## config.mk

```make
export PLATFORM = sky130hd
export DESIGN_NAME = gait_extremum_event_detector_unit
export DESIGN_NICKNAME = d
export VERILOG_FILES = /design/src/design/geed_pkg.sv /design/src/design/geed_ram.sv /design/src/design/geed_tally.sv /design/src/design/geed_hist.sv /design/src/design/gait_extremum_event_detector_unit.sv
export SDC_FILE = /design/constraint.sdc
export NUM_CORES = 1
export LEC_CHECK = 0
export BUFFER_PORTS_ARGS = -buffer_cell sky130_fd_sc_hd__buf_2
export CAP_MARGIN = 20
export CORE_MARGIN = 10
export CORE_UTILIZATION = 57
export DETAILED_ROUTE_END_ITERATION = 8
export PLACE_DENSITY = 0.77
export SYNTH_ARGS = -nofsm -noshare
export SYNTH_HDL_FRONTEND = slang
export SYNTH_HIERARCHICAL = 1
export SYNTH_SLANG_ARGS = --single-unit
```

## constraint.sdc

```tcl
create_clock -name aclk -period 6.2 [get_ports aclk]
set_input_delay 0.62 -clock aclk [delete_from_list [all_inputs] [get_ports aclk]]
set_output_delay 0.62 -clock aclk [all_outputs]
set_load 0.05 [all_outputs]
```

## src/design/geed_pkg.sv

```systemverilog
`timescale 1ns / 1ps
// ----------------------------------------------------------------------------
// geed_pkg
// Shared constants, types and state encoding for the gait extremum event
// detector.
// ----------------------------------------------------------------------------
package geed_pkg;

    localparam int WINDOW_LEN    = 32;
    localparam int CENTRE_INDEX  = 16;
    localparam int HISTORY_DEPTH = 3;

    // centre falls back to the newest slot when it lies outside the window
    localparam int CENTRE_POS = (CENTRE_INDEX < WINDOW_LEN) ? CENTRE_INDEX : (WINDOW_LEN - 1);

    localparam int IDX_W    = $clog2(WINDOW_LEN);
    localparam int CNT_W    = $clog2(WINDOW_LEN + 1);
    localparam int SAMPLE_W = 16;
    localparam int THR_W    = 6;
    localparam int CMP_W    = (CNT_W > THR_W) ? CNT_W : THR_W;
    localparam int TIME_W   = 32;
    localparam int PERIOD_W = TIME_W - 1;

    localparam logic [THR_W-1:0] THR_RESET = THR_W'(8);

    localparam int IN_TDATA_W  = 2 * SAMPLE_W;
    localparam int OUT_BITS    = 2 + TIME_W + PERIOD_W;
    localparam int OUT_TDATA_W = ((OUT_BITS + 7) / 8) * 8;
    localparam int OUT_PAD_W   = OUT_TDATA_W - OUT_BITS;

    typedef logic signed [SAMPLE_W-1:0] sample_t;

    typedef enum logic [2:0] {
        ST_IDLE,
        ST_CENTRE,
        ST_LOAD,
        ST_SCAN,
        ST_DONE
    } geed_state_t;

    typedef struct packed {
        logic clear;
        logic en;
        logic upper;
    } tally_ctl_t;

    typedef struct packed {
        logic valley;
        logic peak;
    } event_t;

endpackage

```

## src/design/geed_ram.sv

```systemverilog
`timescale 1ns / 1ps
// ----------------------------------------------------------------------------
// geed_ram
// Generic single-port-write, single-port-read RAM with registered read data.
// ----------------------------------------------------------------------------
module geed_ram #(
    parameter int WIDTH = 32,
    parameter int DEPTH = 32
) (
    input  logic                     aclk,
    input  logic                     we,
    input  logic [$clog2(DEPTH)-1:0] waddr,
    input  logic [WIDTH-1:0]         wdata,
    input  logic [$clog2(DEPTH)-1:0] raddr,
    output logic [WIDTH-1:0]         rdata
);

    logic [WIDTH-1:0] mem_reg [DEPTH];
    logic [WIDTH-1:0] rdata_reg;

    always_ff @(posedge aclk) begin
        if (we) begin
            mem_reg[waddr] <= wdata;
        end
        rdata_reg <= mem_reg[raddr];
    end

    assign rdata = rdata_reg;

endmodule

```

## src/design/geed_tally.sv

```systemverilog
`timescale 1ns / 1ps
// ----------------------------------------------------------------------------
// geed_tally
// Shared compare unit: one window word per cycle against the centre angle,
// with per-half tallies and the event decision against the threshold.
// ----------------------------------------------------------------------------
module geed_tally (
    input  logic                      aclk,
    input  geed_pkg::tally_ctl_t      ctl,
    input  geed_pkg::sample_t         angle,
    input  geed_pkg::sample_t         velocity,
    input  geed_pkg::sample_t         centre,
    input  logic [geed_pkg::THR_W-1:0] threshold,
    output geed_pkg::event_t          events
);

    logic [geed_pkg::CNT_W-1:0] lo_reg  [2];
    logic [geed_pkg::CNT_W-1:0] hi_reg  [2];
    logic [geed_pkg::CNT_W-1:0] neg_reg [2];
    logic [geed_pkg::CNT_W-1:0] pos_reg [2];

    logic is_lo, is_hi, is_neg, is_pos;
    logic [geed_pkg::CMP_W-1:0] thr;

    assign is_lo  = angle < centre;
    assign is_hi  = angle > centre;
    assign is_neg = velocity[geed_pkg::SAMPLE_W-1];
    assign is_pos = !is_neg && (velocity != '0);

    always_ff @(posedge aclk) begin
        if (ctl.clear) begin
            for (int h = 0; h < 2; h++) begin
                lo_reg[h]  <= '0;
                hi_reg[h]  <= '0;
                neg_reg[h] <= '0;
                pos_reg[h] <= '0;
            end
        end else if (ctl.en) begin
            if (is_lo) begin
                lo_reg[ctl.upper] <= lo_reg[ctl.upper] + 1'b1;
            end
            if (is_hi) begin
                hi_reg[ctl.upper] <= hi_reg[ctl.upper] + 1'b1;
            end
            if (is_neg) begin
                neg_reg[ctl.upper] <= neg_reg[ctl.upper] + 1'b1;
            end
            if (is_pos) begin
                pos_reg[ctl.upper] <= pos_reg[ctl.upper] + 1'b1;
            end
        end
    end

    assign thr = geed_pkg::CMP_W'(threshold);

    always_comb begin
        events.valley = (geed_pkg::CMP_W'(hi_reg[0])  > thr) &&
                        (geed_pkg::CMP_W'(hi_reg[1])  > thr) &&
                        (geed_pkg::CMP_W'(neg_reg[0]) > thr) &&
                        (geed_pkg::CMP_W'(pos_reg[1]) > thr);
        events.peak   = (geed_pkg::CMP_W'(lo_reg[0])  > thr) &&
                        (geed_pkg::CMP_W'(lo_reg[1])  > thr) &&
                        (geed_pkg::CMP_W'(pos_reg[0]) > thr) &&
                        (geed_pkg::CMP_W'(neg_reg[1]) > thr);
    end

endmodule

```

## src/design/geed_hist.sv

```systemverilog
`timescale 1ns / 1ps
// ----------------------------------------------------------------------------
// geed_hist
// Valley time history and the halved span that gives the gait period.
// ----------------------------------------------------------------------------
module geed_hist (
    input  logic                          aclk,
    input  logic                          aresetn,
    input  logic                          push,
    input  logic [geed_pkg::TIME_W-1:0]   push_time,
    output logic [geed_pkg::PERIOD_W-1:0] period_next
);

    logic [geed_pkg::TIME_W-1:0] times_reg  [geed_pkg::HISTORY_DEPTH];
    logic [geed_pkg::TIME_W-1:0] times_next [geed_pkg::HISTORY_DEPTH];
    logic [geed_pkg::TIME_W-1:0] span;

    always_comb begin
        for (int i = 0; i < geed_pkg::HISTORY_DEPTH; i++) begin
            times_next[i] = times_reg[i];
        end
        if (push) begin
            for (int i = 0; i < geed_pkg::HISTORY_DEPTH - 1; i++) begin
                times_next[i] = times_reg[i + 1];
            end
            times_next[geed_pkg::HISTORY_DEPTH - 1] = push_time;
        end
    end

    always_ff @(posedge aclk) begin
        if (!aresetn) begin
            for (int i = 0; i < geed_pkg::HISTORY_DEPTH; i++) begin
                times_reg[i] <= '0;
            end
        end else begin
            for (int i = 0; i < geed_pkg::HISTORY_DEPTH; i++) begin
                times_reg[i] <= times_next[i];
            end
        end
    end

    // period reflects the history including this word's push
    assign span        = times_next[geed_pkg::HISTORY_DEPTH - 1] - times_next[0];
    assign period_next = span[geed_pkg::TIME_W-1:1];

endmodule

```

## src/design/gait_extremum_event_detector_unit.sv

```systemverilog
`timescale 1ns / 1ps
// ----------------------------------------------------------------------------
// gait_extremum_event_detector_unit
// Sliding-window valley and peak detector for joint angle and velocity.
//
// Usage:
//   s_ channel takes one word per tick: angle in bits 15:0, velocity in 31:16.
//   m_ channel returns one word per input: valley flag, peak flag, centre
//   time and gait period.
//   cfg_wr_en/cfg_wr_data write the 6-bit count threshold; write only while
//   the block is idle.
//   Each word goes through these steps from acceptance to result: a centre read,
//   a step that latches the centre and clears the tallies, one RAM read per window
//   slot through a single compare and tally unit, and a decision step.
//   The single RAM read port serialises the walk; s_tready is low during the
//   walk and is high again as the result appears, so no new word is taken until the last is through.
//   The result sits in an output register, so a new word is accepted while
//   the previous result waits; if the receiver still stalls when the next
//   result is ready, the block holds it and stays not ready.
//   Reset (aresetn low, synchronous) clears the window to zeros through
//   per-slot valid bits, clears the tick count and valley history and sets
//   the threshold to 8. No clearing pass is needed.
// ----------------------------------------------------------------------------
module gait_extremum_event_detector_unit (
    input  logic                                aclk,
    input  logic                                aresetn,
    input  logic                                s_tvalid,
    output logic                                s_tready,
    // angle_sample, velocity_sample
    input  logic [geed_pkg::IN_TDATA_W-1:0]     s_tdata,
    output logic                                m_tvalid,
    input  logic                                m_tready,
    // valley_seen, peak_seen, centre_time, stride_period, zero pad
    output logic [geed_pkg::OUT_TDATA_W-1:0]    m_tdata,
    input  logic                                cfg_wr_en,
    input  logic [geed_pkg::THR_W-1:0]          cfg_wr_data
);

    localparam logic [geed_pkg::IDX_W-1:0] LAST_IDX   = geed_pkg::IDX_W'(geed_pkg::WINDOW_LEN - 1);
    localparam logic [geed_pkg::IDX_W-1:0] CENTRE_IDX = geed_pkg::IDX_W'(geed_pkg::CENTRE_POS);
    localparam logic [geed_pkg::IDX_W:0]   WIN_EXT    = (geed_pkg::IDX_W+1)'(geed_pkg::WINDOW_LEN);

    geed_pkg::geed_state_t state_reg, state_next;

    logic [geed_pkg::IDX_W-1:0]      wr_ptr_reg;
    logic [geed_pkg::IDX_W-1:0]      cmp_idx_reg;
    logic [geed_pkg::WINDOW_LEN-1:0] valid_reg;
    logic                            rd_valid_reg;
    geed_pkg::sample_t               centre_reg;
    logic [geed_pkg::TIME_W-1:0]     tick_reg;
    logic [geed_pkg::THR_W-1:0]      threshold_reg;

    logic                            m_tvalid_reg;
    logic                            valley_reg;
    logic                            peak_reg;
    logic [geed_pkg::TIME_W-1:0]     ctime_reg;
    logic [geed_pkg::PERIOD_W-1:0]   period_reg;

    logic                            accept;
    logic                            done_fire;
    logic [geed_pkg::IDX_W-1:0]      rd_idx;
    logic [geed_pkg::IDX_W:0]        rd_sum;
    logic [geed_pkg::IDX_W-1:0]      rd_addr;
    logic [geed_pkg::IN_TDATA_W-1:0] ram_rdata;
    logic [geed_pkg::IN_TDATA_W-1:0] word;
    geed_pkg::tally_ctl_t            tally_ctl;
    geed_pkg::event_t                events;
    logic [geed_pkg::TIME_W-1:0]     ctime;
    logic [geed_pkg::PERIOD_W-1:0]   period_next;

    assign accept    = s_tvalid && s_tready;
    assign done_fire = (state_reg == geed_pkg::ST_DONE) && (!m_tvalid_reg || m_tready);
    assign ctime     = tick_reg - geed_pkg::TIME_W'(geed_pkg::CENTRE_INDEX);

    // next state
    always_comb begin
        state_next = state_reg;
        case (state_reg)
            geed_pkg::ST_IDLE: begin
                if (accept) begin
                    state_next = geed_pkg::ST_CENTRE;
                end
            end
            geed_pkg::ST_CENTRE: begin
                state_next = geed_pkg::ST_LOAD;
            end
            geed_pkg::ST_LOAD: begin
                state_next = geed_pkg::ST_SCAN;
            end
            geed_pkg::ST_SCAN: begin
                if (cmp_idx_reg == LAST_IDX) begin
                    state_next = geed_pkg::ST_DONE;
                end
            end
            geed_pkg::ST_DONE: begin
                if (done_fire) begin
                    state_next = geed_pkg::ST_IDLE;
                end
            end
            default: begin
                state_next = geed_pkg::ST_IDLE;
            end
        endcase
    end

    // outputs of the sequencer
    always_comb begin
        s_tready        = 1'b0;
        rd_idx          = '0;
        tally_ctl.clear = 1'b0;
        tally_ctl.en    = 1'b0;
        tally_ctl.upper = (cmp_idx_reg >= CENTRE_IDX);
        case (state_reg)
            geed_pkg::ST_IDLE: begin
                s_tready = 1'b1;
            end
            geed_pkg::ST_CENTRE: begin
                rd_idx = CENTRE_IDX;
            end
            geed_pkg::ST_LOAD: begin
                tally_ctl.clear = 1'b1;
            end
            geed_pkg::ST_SCAN: begin
                tally_ctl.en = 1'b1;
                rd_idx       = (cmp_idx_reg == LAST_IDX) ? '0 : (cmp_idx_reg + 1'b1);
            end
            geed_pkg::ST_DONE: begin
                rd_idx = '0;
            end
            default: begin
                rd_idx = '0;
            end
        endcase
    end

    // window slot i lives at wr_ptr + 1 + i, wrapped
    assign rd_sum  = {1'b0, wr_ptr_reg} + {1'b0, rd_idx} + 1'b1;
    assign rd_addr = (rd_sum >= WIN_EXT) ? geed_pkg::IDX_W'(rd_sum - WIN_EXT)
                                         : rd_sum[geed_pkg::IDX_W-1:0];

    // slots never written read as zero
    assign word = rd_valid_reg ? ram_rdata : '0;

    geed_ram #(
        .WIDTH (geed_pkg::IN_TDATA_W),
        .DEPTH (geed_pkg::WINDOW_LEN)
    ) u_window (
        .aclk  (aclk),
        .we    (accept),
        .waddr (wr_ptr_reg),
        .wdata (s_tdata),
        .raddr (rd_addr),
        .rdata (ram_rdata)
    );

    geed_tally u_tally (
        .aclk      (aclk),
        .ctl       (tally_ctl),
        .angle     (word[geed_pkg::SAMPLE_W-1:0]),
        .velocity  (word[2*geed_pkg::SAMPLE_W-1:geed_pkg::SAMPLE_W]),
        .centre    (centre_reg),
        .threshold (threshold_reg),
        .events    (events)
    );

    geed_hist u_hist (
        .aclk        (aclk),
        .aresetn     (aresetn),
        .push        (done_fire && events.valley),
        .push_time   (ctime),
        .period_next (period_next)
    );

    always_ff @(posedge aclk) begin
        if (!aresetn) begin
            state_reg     <= geed_pkg::ST_IDLE;
            wr_ptr_reg    <= '0;
            valid_reg     <= '0;
            tick_reg      <= '0;
            threshold_reg <= geed_pkg::THR_RESET;
            m_tvalid_reg  <= 1'b0;
        end else begin
            state_reg <= state_next;
            if (cfg_wr_en) begin
                threshold_reg <= cfg_wr_data;
            end
            if (accept) begin
                valid_reg[wr_ptr_reg] <= 1'b1;
            end
            if (done_fire) begin
                wr_ptr_reg   <= (wr_ptr_reg == LAST_IDX) ? '0 : (wr_ptr_reg + 1'b1);
                tick_reg     <= tick_reg + 1'b1;
                m_tvalid_reg <= 1'b1;
            end else if (m_tready) begin
                m_tvalid_reg <= 1'b0;
            end
        end
    end

    always_ff @(posedge aclk) begin
        rd_valid_reg <= valid_reg[rd_addr];
        if (state_reg == geed_pkg::ST_LOAD) begin
            centre_reg <= word[geed_pkg::SAMPLE_W-1:0];
            cmp_idx_reg <= '0;
        end else if (state_reg == geed_pkg::ST_SCAN) begin
            cmp_idx_reg <= cmp_idx_reg + 1'b1;
        end
        if (done_fire) begin
            valley_reg <= events.valley;
            peak_reg   <= events.peak;
            ctime_reg  <= ctime;
            period_reg <= period_next;
        end
    end

    assign m_tvalid = m_tvalid_reg;
    assign m_tdata  = {{geed_pkg::OUT_PAD_W{1'b0}}, period_reg, ctime_reg, peak_reg, valley_reg};

    // a word starts a full walk, so the port closes right after accepting
    assert property (@(posedge aclk) disable iff (!aresetn)
        (s_tvalid && s_tready) |=> !s_tready)
        else $error("accepted a word without starting the window walk");

    // a new result only comes out of the decision step
    assert property (@(posedge aclk) disable iff (!aresetn)
        (m_tvalid && !$past(m_tvalid)) |-> ($past(state_reg) == geed_pkg::ST_DONE))
        else $error("result appeared outside the decision step");

    // the tick advances by exactly one per result
    assert property (@(posedge aclk) disable iff (!aresetn)
        done_fire |=> (tick_reg == $past(tick_reg) + 1'b1))
        else $error("tick count did not advance with the result");

    // a pending result is never overwritten
    assert property (@(posedge aclk) disable iff (!aresetn)
        (m_tvalid && !m_tready) |-> !done_fire)
        else $error("pending result overwritten");

endmodule
```

==> results by group, run 1 <==
Finish
  – Share of cells above drive strength 1: 12.3%
  – Nets: 4,191
  – Design area: 63,700 um2
  – Most frequent cells in the layout: edfxtp_1 (1,153), mux2i_1 (591), dfxtp_1 (212)
  – Leading cell type in the layout, fill and taps excluded: edfxtp_1
  – Area grow syn2layout: 11.6%
  – Max reg flops: 1,024

Route
  – Initial DRC count: 3,340
  – WL/cell: 24.5 um
  – Post-route DRC: 0
  – Antenna Nets Post-Route: 0
  – Routed WL: 133,000 um
  – Via count: 33,600
  – Initial DRT Pass Iterations: 6
  – Drt via density: 6.18

Die
  – Std cell rows: 115
  – Placeable Area: 98,900 um2
  – Io pins: 117
  – DIE AREA: 113,000 um2
  – Die Y: 336 um
  – Die W: 336 um
  – Initial Util: 57.7%

Power and ir drop
  – Pwr Density: 294 nW/um2
  – Lkg Pwr: 24.9 nW
  – Total power after layout: 18.7 mW
  – Max VDD drop: 0.327 mV

Placement
  – DP HPWL: 76,600 um
  – Final Wtd Congestion: 0.878
  – I/O Buffers: 109
  – Placed Area: 59,300 um2
  – Placement Setup Slack: 0.740 ns

GRT
  – GR Util All Layers: 23.3%
  – First-pass GRT wire length: 201,000 um
  – Number of global-route vias before repair: 32,700
  – Pin count of the biggest net entering global routing: 108
  – Routing usage on met2: 38.3%
  – Global route overflow: 0
  – Met1 Track Usage GR: 30.6%
  – Met3 GRT Util: 4.20%
  – Busiest grt layer: met2
  – Initial antenna violation count: 12

STA
  – Setup TNS: 0 ns
  – Max-slew violations: 0
  – Final min period: 5.53 ns
  – Rel. slew slack: 23.1%
  – Max Freq: 181 MHz
  – RSZ-0062 raised after global routing: no
  – Setup Skew: 0.0317 ns
  – Hold Slack: 0.105 ns
  – # setup viols final: 0
  – Fin worst setup slack: 0.667 ns
  – Slew @ Worst Pin: 1.15 ns
  – Endpoints failing hold: 0
  – Part of the cycle the worst path needs: 89.2%

Critical path
  – R2R cell count: 17
  – WP data arrival: 6.02 ns
  – Crit end category: register
  – Nature of the critical path startpoint: register
  – Crit-path max FO: 34
  – Kind of critical path: register to register
  – Required time of the worst setup path: 6.69 ns

Flow run
  – Max cap viols: 0

Yosys
  – Sequential share of the synthesized area: 68.2%
  – Cell Area, Synth: 57,000 um2
  – Avg Inst Size Synth: 14.6 um2
  – Library cells used by synthesis: 82
  – Asr flop ratio synth: 0%
  – EDFF count, synth: 1,153
  – Post-Syn Instances: 3,904
  – Yosys warnings: 6
  – Top FF cell, synth: edfxtp_1
  – Synth Register Bits: 1,366

Clock tree
  – TritonCTS Buffers: 136
  – Cts repair resizes: 0
  – CTS Buffer Depth: 3
  – # H-tree levels: 4
  – CTS root buf: clkbuf_16
  – TritonCTS Sinks: 1,366
  – Worst-Skew Late Latency: 0.76 ns
  – Cts hold-fix bufs: 0
  – Worst-path clk slew: 0.06 ns
  – Post-CTS Setup Repair Bufs: 0
  – CTS tree: done

Outcome
  – Status: finished, final reports clean

Min path
  – Hold Crit Depth: 3
  – Hold Crit Class: primary input to register
metal layers:
metal / routed length, um / vias up
met1: 53300 / 16700
met4: 4410 / 0
met3: 11000 / 306
li1: - / 15100
met2: 64600 / 1508
met5: 0 / -
report_power, final:
part	switching, mW	internal, mW	leakage, nW
clock	3.42	4.55	2.13
combinational	0.473	0.238	10.6
sequential	0.0376	10.0	12.1
total	3.93	14.8	24.9
kinds of logic after synthesis:
group                      count (synthesis)  synth area share, %
muxes                                    637                 11.5
AOI/OAI and AO/OA                        526                 6.10
other                                      1              0.00657
adders and majority gates                115                 2.55
DFF                                     1366                 68.2
xor gates and xnor gates                 101                 1.55
and+or+nand+nor                          884                 7.72
buffers and inverters                    274                 2.38
per-stage QoR:
stage | std cells | utilization [%]
5_1_grt | 5434 | 64.4
3_3_place_gp | 5176 | 59.9
4_1_cts | 5428 | 64.4
3_5_place_dp | 5180 | 60.0
6_report | 5438 | 64.4
2_1_floorplan | 3910 | -
critical path, cell delays in order (launching register included):
cell and delay [ns]:
dfxtp_1 0.31, inv_1 0.30, ha_1 0.31, nand3_1 0.13, nor2_1 0.08, a2111oi_0 0.34, nor4b_1 0.52, and2_4 0.61
buf_4 0.32, mux2_2 0.37, ha_1 0.36, a21oi_1 0.18, o21ai_0 0.18, a31oi_4 0.35, a211oi_1 0.15, or4_1 0.49
o21ai_1 0.13, xnor2_1 0.10
Yosys cell counts (all sizes together), types with 47 or more instances:
| cell | n | area, um2 |
|---|---|---|
| xnor2 | 47 | 412 |
| inv | 61 | 229 |
| a22oi | 98 | 736 |
| mux2i | 595 | 6010 |
| nor2b | 94 | 596 |
| a21oi | 198 | 991 |
| and2 | 69 | 432 |
| dfxtp | 213 | 4260 |
| buf | 105 | 714 |
| nor2 | 202 | 758 |
| xor2 | 54 | 473 |
| ha | 113 | 1410 |
| o21ai | 47 | 235 |
| edfxtp | 1153 | 34600 |
| nand2 | 193 | 727 |
| nand3 | 132 | 661 |
| nor3 | 59 | 295 |
| clkbuf | 106 | 407 |
| a22o | 64 | 561 |
layout make-up:
| class | instances | area [um2] |
|---|---|---|
| diodes | 8 | 20.0 |
| clock buffers | 188 | 3770 |
| clock inverters | 60 | 568 |
| fillers | 6809 | 35200 |
| inverters | 63 | 245 |
| multi-input cells | 2270 | 17100 |
| flip-flops and latches | 1366 | 38900 |
| well taps | 1287 | 1610 |
| repair buffers | 196 | 1470 |
worst paths after layout:
kind	startpoint	endpoint	slack, ns
max	threshold_reg[3]$_SDFFE_PN1P_	period_reg[30]$_DFFE_PP_	0.67
min	cfg_wr_data[3]	threshold_reg[3]$_SDFFE_PN1P_	0.11
max reg2reg	threshold_reg[3]$_SDFFE_PN1P_	period_reg[30]$_DFFE_PP_	0.67
min reg2reg	valid_reg[12]$_SDFFE_PN0P_	valid_reg[12]$_SDFFE_PN0P_	0.47
Note: power is estimated with default switching activity, not from simulation.
==> run 2: changes to the inputs <==
--- a/config.mk
+++ b/config.mk
@@ -7,6 +7,7 @@
 export LEC_CHECK = 0
 export BUFFER_PORTS_ARGS = -buffer_cell sky130_fd_sc_hd__buf_2
 export CAP_MARGIN = 20
+export CORE_ASPECT_RATIO = 1.1
 export CORE_MARGIN = 10
 export CORE_UTILIZATION = 57
 export DETAILED_ROUTE_END_ITERATION = 8
==> results by group, run 2 (synthesis gave the netlist of run 1 again) <==
Power and ir drop
  – Pwr Density: 294 nW/um2
  – Lkg Pwr: 24.8 nW
  – Max VDD drop: 0.286 mV

Clock tree
  – Worst-path clk slew: 0.06 ns
  – TritonCTS Sinks: 1,366
  – CTS tree: done
  – # H-tree levels: 4
  – CTS root buf: clkbuf_16
  – Post-CTS Setup Repair Bufs: 0
  – Worst-Skew Late Latency: 0.76 ns
  – Cts repair resizes: 0
  – CTS Buffer Depth: 3
  – Cts hold-fix bufs: 0
  – TritonCTS Buffers: 137

GRT
  – Global route overflow: 0
  – Pin count of the biggest net entering global routing: 129
  – First-pass GRT wire length: 203,000 um
  – GR Util All Layers: 23.6%
  – Number of global-route vias before repair: 33,000
  – Initial antenna violation count: 4

Route
  – WL/cell: 24.7 um
  – Initial DRT Pass Iterations: 5
  – Via count: 33,500
  – Routed WL: 134,000 um
  – Antenna Nets Post-Route: 0
  – Post-route DRC: 0
  – Drt via density: 6.15
  – Initial DRC count: 3,351

Critical path
  – Required time of the worst setup path: 6.68 ns
  – Crit-path max FO: 32
  – Kind of critical path: register to register
  – Nature of the critical path startpoint: register
  – Critical Path Start: threshold_reg[2]$_SDFFE_PN0P_
  – Crit end category: register
  – Worst r2r src: threshold_reg[2]$_SDFFE_PN0P_
  – WP data arrival: 6.06 ns

STA
  – Setup TNS: 0 ns
  – Endpoints failing hold: 0
  – Fin worst setup slack: 0.622 ns
  – Max-slew violations: 0
  – Rel. slew slack: 21.6%
  – # setup viols final: 0
  – Final min period: 5.58 ns
  – RSZ-0062 raised after global routing: no
  – Hold Slack: 0.0833 ns
  – Max Freq: 179 MHz
  – Part of the cycle the worst path needs: 90.0%
  – Setup Skew: 0.0291 ns
  – Slew @ Worst Pin: 1.17 ns

Die
  – DIE AREA: 113,000 um2
  – Initial Util: 57.5%
  – Io pins: 117
  – Placeable Area: 99,200 um2
  – Die W: 322 um
  – Die Y: 352 um
  – Std cell rows: 121

Finish
  – Most frequent cells in the layout: edfxtp_1 (1,153), mux2i_1 (591), dfxtp_1 (212)
  – Fill count: 6,879
  – Max reg flops: 1,024
  – Share of cells above drive strength 1: 12.2%
  – Design area: 63,700 um2
  – Leading cell type in the layout, fill and taps excluded: edfxtp_1
  – Nets: 4,193
  – Post-layout util: 64.2%
  – Area grow syn2layout: 11.6%

Placement
  – I/O Buffers: 109
  – Placed Area: 59,200 um2
  – Placement Setup Slack: 0.659 ns
  – DP HPWL: 77,300 um
  – Final Wtd Congestion: 0.849

Flow run
  – Max cap viols: 0

Min path
  – Worst hold start: cfg_wr_data[3]
  – Hold Crit Class: primary input to register

Outcome
  – Status: finished, final reports clean
run 2: layer usage:
metal  vias to the layer above  global-route usage [%]  part of all wire [%]  wire [um]
met1                     16600                    31.2                    40      53300
li1                      15100                       -                     -          -
met5                         -                       0                0.0075         10
met2                      1447                    38.9                    48      64800
met3                       319                    4.39                   8.7      11600
met4                         2                    8.55                   3.3       4440
run 2: critical path: stages, from the launching register on:
cell       delay [ns]
dfxtp_1          0.31
inv_1            0.32
ha_1             0.31
nand4_1          0.12
o22ai_1          0.09
a2111oi_0        0.34
nor4b_1          0.58
and2_4           0.54
buf_12           0.27
buf_4            0.24
mux2i_1          0.27
ha_1             0.33
a21o_2           0.23
a2bb2oi_1        0.29
o22a_1           0.19
o21ai_0          0.15
a31oi_1          0.37
o21ai_0          0.17
xor2_1           0.17
run 2: report_power, final:
part           switching (mW)  leakage [nW]  internal (mW)
Combinational           0.470          10.7          0.240
Sequential             0.0378          12.1           10.0
Clock                    3.44          2.11           4.52
run 2: cell type report:
type | count | area [um2] | share of cell area, %
Sequential cell | 1366 | 38900 | 61.1
Multi-Input combinational cell | 2270 | 17100 | 26.9
Clock buffer | 192 | 3790 | 5.95
Tap cell | 1291 | 1620 | 2.54
Timing Repair Buffer | 197 | 1480 | 2.32
Clock inverter | 59 | 562 | 0.882
Inverter | 63 | 245 | 0.385
Antenna cell | 2 | 5.00 | 0.00786
run 2: final timing paths:
path / end / cells past startpoint / slack [ns]
worst max-delay path: period_reg[27]$_DFFE_PP_ / 18 / 0.62
worst min-delay path: threshold_reg[3]$_SDFFE_PN1P_ / 3 / 0.08
worst max register to register: period_reg[27]$_DFFE_PP_ / 18 / 0.62
worst min register to register: valid_reg[12]$_SDFFE_PN0P_ / 2 / 0.46
run 2: per-stage QoR:
stage | cells | power, mW
floorplan | 3910 | 10.7
global placement | 5179 | 10.9
detailed placement | 5181 | 10.9
CTS | 5432 | 18.8
global route | 5438 | 19.3
finish | 5440 | 18.7
